==> src/sv/dqc_pkg.sv <==
// Shared types and codes for the double-ended queue core.
// Used by dqc_cell, dqc_chain and double_ended_queue_core; depends on nothing.
package dqc_pkg;

  // Operation requested by one input transaction.
  typedef enum logic [1:0] {
    FUNC_PUSH_BACK  = 2'd0,
    FUNC_PUSH_FRONT = 2'd1,
    FUNC_POP_FRONT  = 2'd2,
    FUNC_POP_BACK   = 2'd3
  } func_t;

  // Completion code returned with every result.
  typedef enum logic [1:0] {
    ST_DONE  = 2'd0,
    ST_EMPTY = 2'd1,
    ST_FULL  = 2'd2
  } status_t;

  // What one storage cell loads at the next edge.
  typedef enum logic [1:0] {
    CELL_HOLD    = 2'd0,
    CELL_FROM_LO = 2'd1,
    CELL_FROM_HI = 2'd2,
    CELL_LOAD    = 2'd3
  } cell_op_t;

  // What a whole chain of cells does at the next edge.
  typedef enum logic [1:0] {
    MODE_HOLD       = 2'd0,
    MODE_SHIFT_UP   = 2'd1,
    MODE_SHIFT_DOWN = 2'd2,
    MODE_WRITE_AT   = 2'd3
  } chain_mode_t;

endpackage

==> src/sv/dqc_cell.sv <==
// One storage cell of a deque chain: holds a word, or takes it from a neighbor or the load bus.
// Depends on dqc_pkg.
module dqc_cell #(
  parameter int DATA_WIDTH = 32
) (
  input  logic                  clk,
  input  dqc_pkg::cell_op_t     op,
  input  logic [DATA_WIDTH-1:0] from_lo,
  input  logic [DATA_WIDTH-1:0] from_hi,
  input  logic [DATA_WIDTH-1:0] load_word,
  output logic [DATA_WIDTH-1:0] word
);
  import dqc_pkg::*;

  always_ff @(posedge clk) begin
    case (op)
      CELL_FROM_LO: word <= from_lo;
      CELL_FROM_HI: word <= from_hi;
      CELL_LOAD:    word <= load_word;
      CELL_HOLD:    word <= word;
      default:      word <= word;
    endcase
  end

endmodule

==> src/sv/dqc_chain.sv <==
// A row of dqc_cell instances that shifts up, shifts down or writes one addressed cell.
// Depends on dqc_pkg and dqc_cell.
module dqc_chain #(
  parameter int DEPTH      = 16,
  parameter int DATA_WIDTH = 32,
  parameter bit READ_HI    = 1'b0
) (
  input  logic                       clk,
  input  dqc_pkg::chain_mode_t       mode,
  input  logic [$clog2(DEPTH)-1:0]   pos,
  input  logic [DATA_WIDTH-1:0]      load_word,
  output logic [DATA_WIDTH-1:0]      word_end
);
  import dqc_pkg::*;

  localparam int IdxW = $clog2(DEPTH);

  logic [DATA_WIDTH-1:0] words [DEPTH];

  for (genvar i = 0; i < DEPTH; i++) begin : g_cell
    logic [DATA_WIDTH-1:0] lo_word;
    logic [DATA_WIDTH-1:0] hi_word;
    cell_op_t              cell_op;

    if (i == 0) begin : g_lo_edge
      assign lo_word = load_word;
    end else begin : g_lo_link
      assign lo_word = words[i-1];
    end

    if (i == DEPTH - 1) begin : g_hi_edge
      assign hi_word = load_word;
    end else begin : g_hi_link
      assign hi_word = words[i+1];
    end

    // The end cell of a shift takes the load bus; the rest take their neighbor.
    always_comb begin
      case (mode)
        MODE_SHIFT_UP:   cell_op = (i == 0) ? CELL_LOAD : CELL_FROM_LO;
        MODE_SHIFT_DOWN: cell_op = (i == DEPTH - 1) ? CELL_LOAD : CELL_FROM_HI;
        MODE_WRITE_AT:   cell_op = (pos == IdxW'(i)) ? CELL_LOAD : CELL_HOLD;
        default:         cell_op = CELL_HOLD;
      endcase
    end

    dqc_cell #(
      .DATA_WIDTH (DATA_WIDTH)
    ) u_cell (
      .clk       (clk),
      .op        (cell_op),
      .from_lo   (lo_word),
      .from_hi   (hi_word),
      .load_word (load_word),
      .word      (words[i])
    );
  end

  // Only one end of the row is ever read by the user of a chain.
  assign word_end = READ_HI ? words[DEPTH-1] : words[0];

endmodule

==> src/sv/double_ended_queue_core.sv <==
// A result appears in the output register in the cycle after its transaction is accepted.
// Throughput: one transaction per cycle while the output side takes results; both ends of
//   the queue sit at fixed cells of two shift chains, so no operation waits on another.
// Reset (rst, synchronous, active high) empties the queue and drops any pending result;
//   the stored words are not cleared, since no pop can reach a word that was never pushed.
// Top level of the double-ended queue; depends on dqc_pkg and dqc_chain.
module double_ended_queue_core #(
  parameter int DEPTH      = 16,
  parameter int DATA_WIDTH = 32
) (
  input  logic                         clk,
  input  logic                         rst,
  input  logic                         in_valid,
  output logic                         in_stall,
  input  logic [1:0]                   func,
  input  logic [DATA_WIDTH-1:0]        value,
  output logic                         out_valid,
  input  logic                         out_stall,
  output logic [DATA_WIDTH-1:0]        value_out,
  output logic [1:0]                   status,
  output logic                         is_empty,
  output logic [$clog2(DEPTH+1)-1:0]   fill_count
);
  import dqc_pkg::*;

  localparam int IdxW   = $clog2(DEPTH);
  localparam int CountW = $clog2(DEPTH + 1);

  // The queue is kept twice. The front chain holds the front entry in its cell zero and
  // the rest in order above it. The back chain holds the back entry in its top cell and
  // the rest in order below it. A pop at either end thus always reads a fixed cell, and
  // a push at the far end of a chain is a broadcast write to the cell that the count
  // selects, which each cell decodes for itself.
  logic [CountW-1:0]     count;
  logic [CountW-1:0]     count_next;
  chain_mode_t           mode_front;
  chain_mode_t           mode_back;
  logic [IdxW-1:0]       pos_front;
  logic [IdxW-1:0]       pos_back;
  logic [DATA_WIDTH-1:0] front_word;
  logic [DATA_WIDTH-1:0] back_word;
  logic [DATA_WIDTH-1:0] word_next;
  status_t               status_next;
  func_t                 op;
  logic                  accept;
  logic                  queue_full;
  logic                  queue_void;

  assign op         = func_t'(func);
  assign in_stall   = out_valid && out_stall;
  assign accept     = in_valid && !in_stall;
  assign queue_full = (count == CountW'(DEPTH));
  assign queue_void = (count == '0);

  // A push at the back lands just past the last entry of the front chain; a push at the
  // front lands just below the first entry of the back chain. Neither is used when full.
  assign pos_front = count[IdxW-1:0];
  assign pos_back  = IdxW'(DEPTH - 1) - count[IdxW-1:0];

  always_comb begin
    mode_front  = MODE_HOLD;
    mode_back   = MODE_HOLD;
    count_next  = count;
    word_next   = '0;
    status_next = ST_DONE;
    if (accept) begin
      case (op)
        FUNC_PUSH_BACK: begin
          if (queue_full) begin
            status_next = ST_FULL;
          end else begin
            mode_front = MODE_WRITE_AT;
            mode_back  = MODE_SHIFT_DOWN;
            count_next = count + CountW'(1);
          end
        end
        FUNC_PUSH_FRONT: begin
          if (queue_full) begin
            status_next = ST_FULL;
          end else begin
            mode_front = MODE_SHIFT_UP;
            mode_back  = MODE_WRITE_AT;
            count_next = count + CountW'(1);
          end
        end
        FUNC_POP_FRONT: begin
          if (queue_void) begin
            status_next = ST_EMPTY;
          end else begin
            // The back chain keeps its words; its lowest valid cell simply drops out of
            // the count.
            word_next  = front_word;
            mode_front = MODE_SHIFT_DOWN;
            count_next = count - CountW'(1);
          end
        end
        FUNC_POP_BACK: begin
          if (queue_void) begin
            status_next = ST_EMPTY;
          end else begin
            word_next  = back_word;
            mode_back  = MODE_SHIFT_UP;
            count_next = count - CountW'(1);
          end
        end
        default: begin
          status_next = ST_DONE;
        end
      endcase
    end
  end

  dqc_chain #(
    .DEPTH      (DEPTH),
    .DATA_WIDTH (DATA_WIDTH),
    .READ_HI    (1'b0)
  ) u_front_chain (
    .clk       (clk),
    .mode      (mode_front),
    .pos       (pos_front),
    .load_word (value),
    .word_end  (front_word)
  );

  dqc_chain #(
    .DEPTH      (DEPTH),
    .DATA_WIDTH (DATA_WIDTH),
    .READ_HI    (1'b1)
  ) u_back_chain (
    .clk       (clk),
    .mode      (mode_back),
    .pos       (pos_back),
    .load_word (value),
    .word_end  (back_word)
  );

  // Control state: the entry count and the output register's valid flag. A new
  // transaction may be accepted in the same cycle that the held result is taken.
  always_ff @(posedge clk) begin
    if (rst) begin
      count     <= '0;
      out_valid <= 1'b0;
    end else begin
      count <= count_next;
      if (accept) begin
        out_valid <= 1'b1;
      end else if (!out_stall) begin
        out_valid <= 1'b0;
      end
    end
  end

  // Result payload; it only changes when a transaction is accepted, so a stalled
  // result holds.
  always_ff @(posedge clk) begin
    if (accept) begin
      value_out  <= word_next;
      status     <= status_next;
      is_empty   <= (count_next == '0);
      fill_count <= count_next;
    end
  end

`ifndef NO_ASSERTIONS
  a_count_bound : assert property (@(posedge clk) disable iff (rst)
    count <= CountW'(DEPTH))
    else $error("entry count exceeds the queue depth");

  a_count_step : assert property (@(posedge clk) disable iff (rst)
    !$past(rst) |-> (count == $past(count) || count == $past(count) + CountW'(1) ||
                     count + CountW'(1) == $past(count)))
    else $error("entry count moved by more than one entry");

  a_count_idle : assert property (@(posedge clk) disable iff (rst)
    !accept |=> count == $past(count))
    else $error("entry count changed without a transaction");

  a_refused_full : assert property (@(posedge clk) disable iff (rst)
    out_valid && status == ST_FULL |-> fill_count == CountW'(DEPTH) && value_out == '0)
    else $error("refused push reported on a queue that is not full");

  a_refused_empty : assert property (@(posedge clk) disable iff (rst)
    out_valid && status == ST_EMPTY |-> is_empty && fill_count == '0 && value_out == '0)
    else $error("refused pop reported on a queue that is not empty");
`endif

endmodule

==> config.mk <==
export PLATFORM = sky130hd
export DESIGN_NAME = double_ended_queue_core
export DESIGN_NICKNAME = d
export VERILOG_FILES = /design/src/sv/dqc_pkg.sv /design/src/sv/dqc_cell.sv /design/src/sv/dqc_chain.sv /design/src/sv/double_ended_queue_core.sv
export SDC_FILE = /design/constraint.sdc
export NUM_CORES = 2
export LEC_CHECK = 0
export CAP_MARGIN = 20
export CORE_ASPECT_RATIO = 0.6
export CORE_MARGIN = 4
export CORE_UTILIZATION = 50
export CTS_CLUSTER_DIAMETER = 120
export CTS_CLUSTER_SIZE = 10
export DETAILED_ROUTE_END_ITERATION = 10
export DONT_BUFFER_PORTS = 1
export SLEW_MARGIN = 25
export SYNTH_ARGS = -nofsm -noshare
export SYNTH_HDL_FRONTEND = slang
export SYNTH_HIERARCHICAL = 1
export SYNTH_SLANG_ARGS = --single-unit
==> constraint.sdc <==
create_clock -name clk -period 7.87 [get_ports clk]
set_input_delay 0.787 -clock clk [delete_from_list [all_inputs] [get_ports clk]]
set_output_delay 0.787 -clock clk [all_outputs]
set_load 0.005 [all_outputs]
Yosys cells after proc, flatten, opt, wreduce, memory -nomap -nowiden
Index checks and enable logic that the tools add are counted.
{ "totals": {"out_inout_bits": 42, "wordCells": 341, "input_bits": 38, "register_bits": 1070} }
{ "op_classes": {"eq_ne": 137, "n_reduce_logical": 46, "add_sub_neg": 3, "n_mux": 117} }
{ "ops": {"columns": ["operator", "n"], "rows": [
  ["32-bit one-hot mux with 3 select lines", 28],
  ["32-bit one-hot mux with 2 select lines", 5],
  ["2-bit one-hot mux with 3 select lines", 34],
  ["2-bit equality test, second input constant", 70],
  ["2-bit 2-to-1 mux", 38],
  ["2-bit by 1-bit equality test with 1-bit output, second input constant", 35],
  ["2-bit zero test", 33],
  ["4-bit equality test, second input constant", 16],
  ["32-bit 2-to-1 mux", 2],
  ["4-bit by 3-bit equality test with 1-bit output, second input constant", 8],
  ["4-bit by 2-bit equality test with 1-bit output, second input constant", 4],
  ["5-bit 2-to-1 mux", 3],
  ["2-bit OR reduction", 6],
  ["5-bit zero test", 2],
  ["5-bit one-hot mux with 2 select lines", 1],
  ["4-bit by 1-bit equality test with 1-bit output, second input constant", 2],
  ["4-bit zero test", 2],
  ["5-bit by 1-bit adder with 5-bit output, second input constant", 1],
  ["5-bit equality test, second input constant", 1],
  ["1-bit 2-to-1 mux", 5],
  ["5-bit by 1-bit subtractor with 5-bit output, second input constant", 1],
  ["2-bit one-hot mux with 2 select lines", 1],
  ["4-bit subtractor, first input constant", 1],
  ["1-bit logical AND", 2],
  ["2 further kinds", 2]
]} }

Longest topological paths before layout
{ "logic_depth": {"word_depth": 9, "mapped_depth": 13, "depth_no_buf": 9} }

Cells and area by module
Netlist, hierarchy kept.
{ "by_module_without_submodules": {"columns": ["module", "n_inst", "area_per_inst_um2", "cells_per_inst", "seq_area_each_um2"], "rows": [
  ["dqc_cell", 32, 1672.9, 140, 960.9],
  ["double_ended_queue_core", 1, 2199.6, 182, 1321.3],
  ["dqc_chain (u_front_chain)", 1, 469.2, 60, 0.0],
  ["dqc_chain (u_back_chain)", 1, 454.2, 60, 0.0]
]} }

Worst setup path after synthesis
OpenSTA, ideal clock, no wires.
{ "synth_path": {"path_kind": "input-to-reg", "start": "input port func[0]", "end": "register u_back_chain.g_cell[14].u_cell.word[0] (enable)", "t_required_ns": 7.495, "arrival_time_ns": 2.993, "slack_ns": 4.502, "path_buffers": 5, "stages": 8, "setup_ns": 0.375, "path_cell_list": "clkbuf_1 > clkbuf_1 > and2_1 > clkbuf_1 > a21boi_0 > buf_6 > buf_12 > or2_2"} }
{ "synth_between": {"elab_chain_cells": 6, "word_cells_on_any_way": 10, "cone_classes": "5 x eq/ne; 3 x mux; 2 x reduce/logical"} }
{ "synth_lines": {"columns": ["item", "line_no", "source"], "rows": [
  ["start: declaration", "double_ended_queue_core.sv:15", "input logic [1:0] func,"],
  ["2-bit equality test, or another cell as far along", "double_ended_queue_core.sv:67", "case (op)"],
  ["2-bit one-hot mux with 3 select lines (*)", "double_ended_queue_core.sv:67", null],
  ["2-bit 2-to-1 mux (*)", "double_ended_queue_core.sv:66", "if (accept) begin"],
  ["net mode_back[0]", "double_ended_queue_core.sv:37", "chain_mode_t mode_back;"],
  ["2-bit equality test or 2-bit by 1-bit equality test with 1-bit output (tied branches)", "dqc_chain.sv:39", "case (mode)"],
  ["2-bit one-hot mux with 3 select lines (*)", "dqc_chain.sv:39", null],
  ["net u_back_chain.g_cell[14].cell_op[0]", "dqc_chain.sv:23", "cell_op_t cell_op;"],
  ["2-bit zero test (*)", "dqc_cell.sv:16", "case (op)"],
  ["end signal: assignment", "dqc_cell.sv:17", "CELL_FROM_LO: word <= from_lo;"],
  ["end signal: assignment", "dqc_cell.sv:18", "CELL_FROM_HI: word <= from_hi;"],
  ["end signal: assignment", "dqc_cell.sv:19", "CELL_LOAD: word <= load_word;"],
  ["end: declaration", "dqc_cell.sv:11", "output logic [DATA_WIDTH-1:0] word"]
]} }
The timed path passes the listed nets; every way through them passes the cells marked *.
A chain may end at the register's enable or synchronous reset.

Final worst setup path
{ "layout_path": {"start": "register count[0]", "end": "register u_front_chain.g_cell[5].u_cell.word[6] (enable)"} }
{ "layout_between": {"elab_chain_cells": 7, "word_cells_on_any_way": 14, "cone_classes": "5 x eq/ne; 7 x mux; 2 x reduce/logical"} }
{ "layout_lines": {"columns": ["item", "line_no", "source"], "rows": [
  ["start: declaration", "double_ended_queue_core.sv:34", "logic [CountW-1:0] count;"],
  ["start signal: assignment", "double_ended_queue_core.sv:144", "count <= count_next;"],
  ["5-bit equality test or 5-bit zero test (tied branches)", "double_ended_queue_core.sv:52, double_ended_queue_core.sv:53", null],
  ["2-bit 2-to-1 mux (on tied branches)", "double_ended_queue_core.sv:69, double_ended_queue_core.sv:87", null],
  ["2-bit one-hot mux with 3 select lines (*)", "double_ended_queue_core.sv:67", null],
  ["2-bit 2-to-1 mux (*)", "double_ended_queue_core.sv:66", null],
  ["net mode_front[1]", "double_ended_queue_core.sv:36", "chain_mode_t mode_front;"],
  ["2-bit equality test or 2-bit by 1-bit equality test with 1-bit output (tied branches)", "dqc_chain.sv:39", null],
  ["2-bit one-hot mux with 3 select lines (*)", "dqc_chain.sv:39", null],
  ["net u_front_chain.g_cell[5].cell_op[1]", "dqc_chain.sv:23", null],
  ["2-bit zero test (*)", "dqc_cell.sv:16", null],
  ["end signal: assignment", "dqc_cell.sv:17", null],
  ["end signal: assignment", "dqc_cell.sv:18", null],
  ["end signal: assignment", "dqc_cell.sv:19", null],
  ["end: declaration", "dqc_cell.sv:11", null]
]} }
Marks and branches as above.

==> results <==
- The detailed-routing iteration count for the pre-antenna-repair pass is 6.
- Between clock sinks in the finished design, the worst skew comes to 0.03460 ns.
- The post-synthesis share of cell area spent on and, or, nand and nor gates is ~8.3%.
- Setup violations remaining at the end of the flow were counted as 0.
- The number of max-slew violations in the final report was 0.
- The height of the die is 268.7 um.
- Counting flops with a built-in enable in the synthesized netlist gives ~1,100.
- The synthesized netlist contains 50 unique library cells.
- TritonCTS built the clock tree.
- The power density of the placed cells is between 200 and 300 nW/um^2.
- The horizontal die dimension is ~440 um.
- The setup TNS after final layout is 0 ns.
- Dividing the detail-routed via count by the number of cells gives 6.316.
- The number of global-route vias before repair is ~36,000.
- The max capacitance violation total is 0.
- The total area inside the core boundary comes to about 110,000 sq um.
- After Yosys synthesis, full adders, half adders and majority gates account for 0.04417% of the synthesized area.
- The number of nets handed over by synthesis was about 4,800.
- Relative to the synthesized area, the layout overhead comes to 4.969%.
- In the synthesized netlist, mux cells make up 18.67% of the area.
- The congestion estimate from routability-driven global placement came to 0.8594.
- The maximum count of clock buffers along a single path is 3.
- The number of CTS-inserted buffers is about 120.
- The worst setup slack for register-to-register paths is 2.67 ns.
- The worst setup path is of the register to register kind.
- The cell area that synthesis handed to floorplanning was ~57,000 sq um.
- The wire length after detailed routing is roughly 170,000 um.
- The most frequently used cell type in the post-synthesis netlist is nor2_1.
- The largest net degree at the start of global routing is 66.
- Buffers inserted to repair hold after CTS numbered 0.
- The clock root buffer is clkbuf_16.
- The minimum clock period after layout is ~5.2 ns.
- The count of yosys warnings during synthesis is 6.
- The sink count of the clock tree is between 1,000 and 1,500.
- The number of DRC violations after detailed-routing iteration 0 is ~4,700.
- The net count of the finished layout is about 4,600.
- The worst hold slack across all endpoints is around 0.14 ns.
- The number of failing hold endpoints at the final stage is 0.
- Pin placement for this block handled 80 I/O pins.
- The share of the clock period used by the worst path after layout is about two thirds.
- The maximum operating frequency is ~0.19 GHz.
- The largest vdd supply drop is slightly above 0.0002 V.
- The synthesized-area fraction occupied by ao, oa, aoi and oai cells is around 10%.
- The clock latency on the worst-skew pair is 0.74 ns.
- The first global-routing pass estimated ~250,000 um of wire.
- The arrival time at the worst endpoint is approximately 5.5 ns.
- The starting density of the core is between 50% and 60%.
- The initial antenna violation count is 2.
- Summed over all instances, the cell type with the most area after synthesis is edfxtp_1.
- The HPWL reported at the end of detailed placement is ~110,000 um.
- The count of buffers added by post-CTS timing repair for setup is 0.
- The die covers around 120,000 sq um.
- The slew at the pin closest to its max-slew limit is 0.9830 ns.
- The remaining routing DRC violations is 0.
- After clock tree synthesis, the clock-pin slew on the worst setup and hold paths is 0.06 ns.
- Sorting the synthesized cells by area gives the leading types as edfxtp_1 (56%), mux2i_1 (19%), a21oi_1 (9.1%).
- Ranked by instance count, the synthesized netlist is headed by nor2_1 (1,065), edfxtp_1 (1,064), mux2i_1 (1,057), a21oi_1 (1,028), clkbuf_1 (122).
- In the synthesized netlist, the number of instances is 4,782.
- The sequential fraction of the synthesis area is 56.61%.
- Setup repair after global routing left no endpoint under its margin.
- The total via count after detailed routing is between 30,000 and 40,000.
- The total global routing overflow is 0.
- The fraction of synthesized cell area in xor and xnor cells is 0.03092%.
- The flip-flop and latch count after synthesis is between 1,000 and 1,500.
- The type of origin of the critical path is a register.
- The combinational family with the most area after synthesis is multiplexers.
- The leakage power total is approximately 0.02 uW.
- The synthesized design devotes to its leading area cell type a little under three fifths of total area.
- STA classifies the critical path endpoint as a register.
- The required time of the critical path is between 8 and 9 ns.
- In this run the worst hold path is classified as primary input to register.
- The all-layer global routing usage is 27.55%.
- In this run, post-CTS repair resized a total of 0 instances.
- The initialized floorplan defines 95 standard-cell rows.
- The prevailing post-synth register cell is edfxtp_1.
- The flow ran to the end, and the final reports show no timing, DRC or antenna violations.
- The worst relative slew slack is 34.47%.
- The share of flip-flops with an asynchronous set or reset after synthesis is 0%.
- A synthesized cell averages 11.85 sq um.
- The H-tree was split into 3 levels.
- The residual antenna-violating net count after detailed routing is 0.
- The wire length per cell is between 20 and 30 um.
- Input and output buffers added on the ports amount to 0.
- Cells with a size suffix above 1 make up 6.563% of the layout.
- In this run the worst path has a maximum fanout of 65.
-- area by class of cell --
cell class              instances  area [sq um]
inverters                      10         38.79
clock inverters                 3         45.04
clock buffers                 144          3093
fillers                      9832         52740
flip-flops and latches       1070         32070
multi-input cells            3318         21780
repair buffers                 72         560.5
well taps                    1503          1881
diodes                          1         2.502
-- flip-flops by register name, summed over array words and instances (netlist names) --
name and count:
is_empty 1, value_out 32, count 5, out_valid 1
fill_count 5, u_back_chain/g_cell.u_cell/word 512, status 2, u_front_chain/g_cell.u_cell/word 512
-- logic make-up after synthesis --
logic type | count (synthesis)
xor+xnor | 2
mux | 1057
simple gates | 1153
buf+inv | 394
compound gates | 1104
flops | 1070
fa+ha+maj | 2
-- per-layer routing --
| layer | track usage [%] | up-vias | wire (um) |
|---|---|---|---|
| met5 | 0.4646 | - | 76 |
| met4 | 4.350 | 2 | 2120 |
| met3 | 11.53 | 153 | 24400 |
| met2 | 31.62 | 1986 | 57950 |
| met1 | 46.34 | 19380 | 83610 |
| li1 | - | 17150 | - |
-- power by group --
part           internal (uW)  total, uW  switching (uW)
logic                    900       2540            1640
registers               7280       7800             520
clock network           2700       4900            2200
total                  10900      15200            4360
-- through the flow --
stage	setup slack [ns]	total power [uW]	util [%]	cells	area [sq um]
after floorplan	4.502	9645	-	4782	56650
after global placement	2.949	10310	50.17	5972	56300
after detailed placement	2.737	10370	50.17	5972	56300
after CTS	2.752	15240	52.97	6119	59430
after global routing	2.361	15860	53.00	6121	59470
final	2.670	15240	53.00	6121	59470
-- critical path: stages (launching register included) --
cell and delay [ns]:
dfxtp_1 0.71, inv_1 0.42, ha_1 0.38, a41oi_1 0.40, nor2b_4 0.64, buf_4 0.44, a21boi_4 0.24, buf_4 0.60
or2_2 0.88
-- final timing paths --
| path | start | to | cells after the start |
|---|---|---|---|
| max | count[0]$_SDFF_PP0_ | u_front_chain/g_cell[5].u_cell/word[6]$_DFFE_PP_ | 8 |
| max reg2reg | count[0]$_SDFF_PP0_ | u_front_chain/g_cell[5].u_cell/word[6]$_DFFE_PP_ | 8 |
| min | rst | out_valid$_SDFFE_PP0P_ | 1 |
| min reg2reg | u_back_chain/g_cell[0].u_cell/word[19]$_DFFE_PP_ | u_back_chain/g_cell[1].u_cell/word[19]$_DFFE_PP_ | 2 |
-- layout by cell type (no fill, tap or decap), types with 2 or more instances in the layout --
master,n
or4b_1,6
a21oi_4,4
clkbuf_1,24
dfxtp_1,6
buf_4,71
o21ai_0,2
mux2i_1,1057
ha_1,2
nand4bb_1,13
a21boi_4,60
nand4_1,2
nand3_1,4
o311a_1,2
a21oi_1,1025
nor2b_1,2
and2_1,3
or2_2,31
or4_4,2
nand4b_1,8
edfxtp_1,1064
nor2_1,1063
or4b_4,2
inv_1,9
nor3_1,4
clkbuf_16,120
nor2_4,2
nor4_1,2
(Power assumes the default switching activity.)
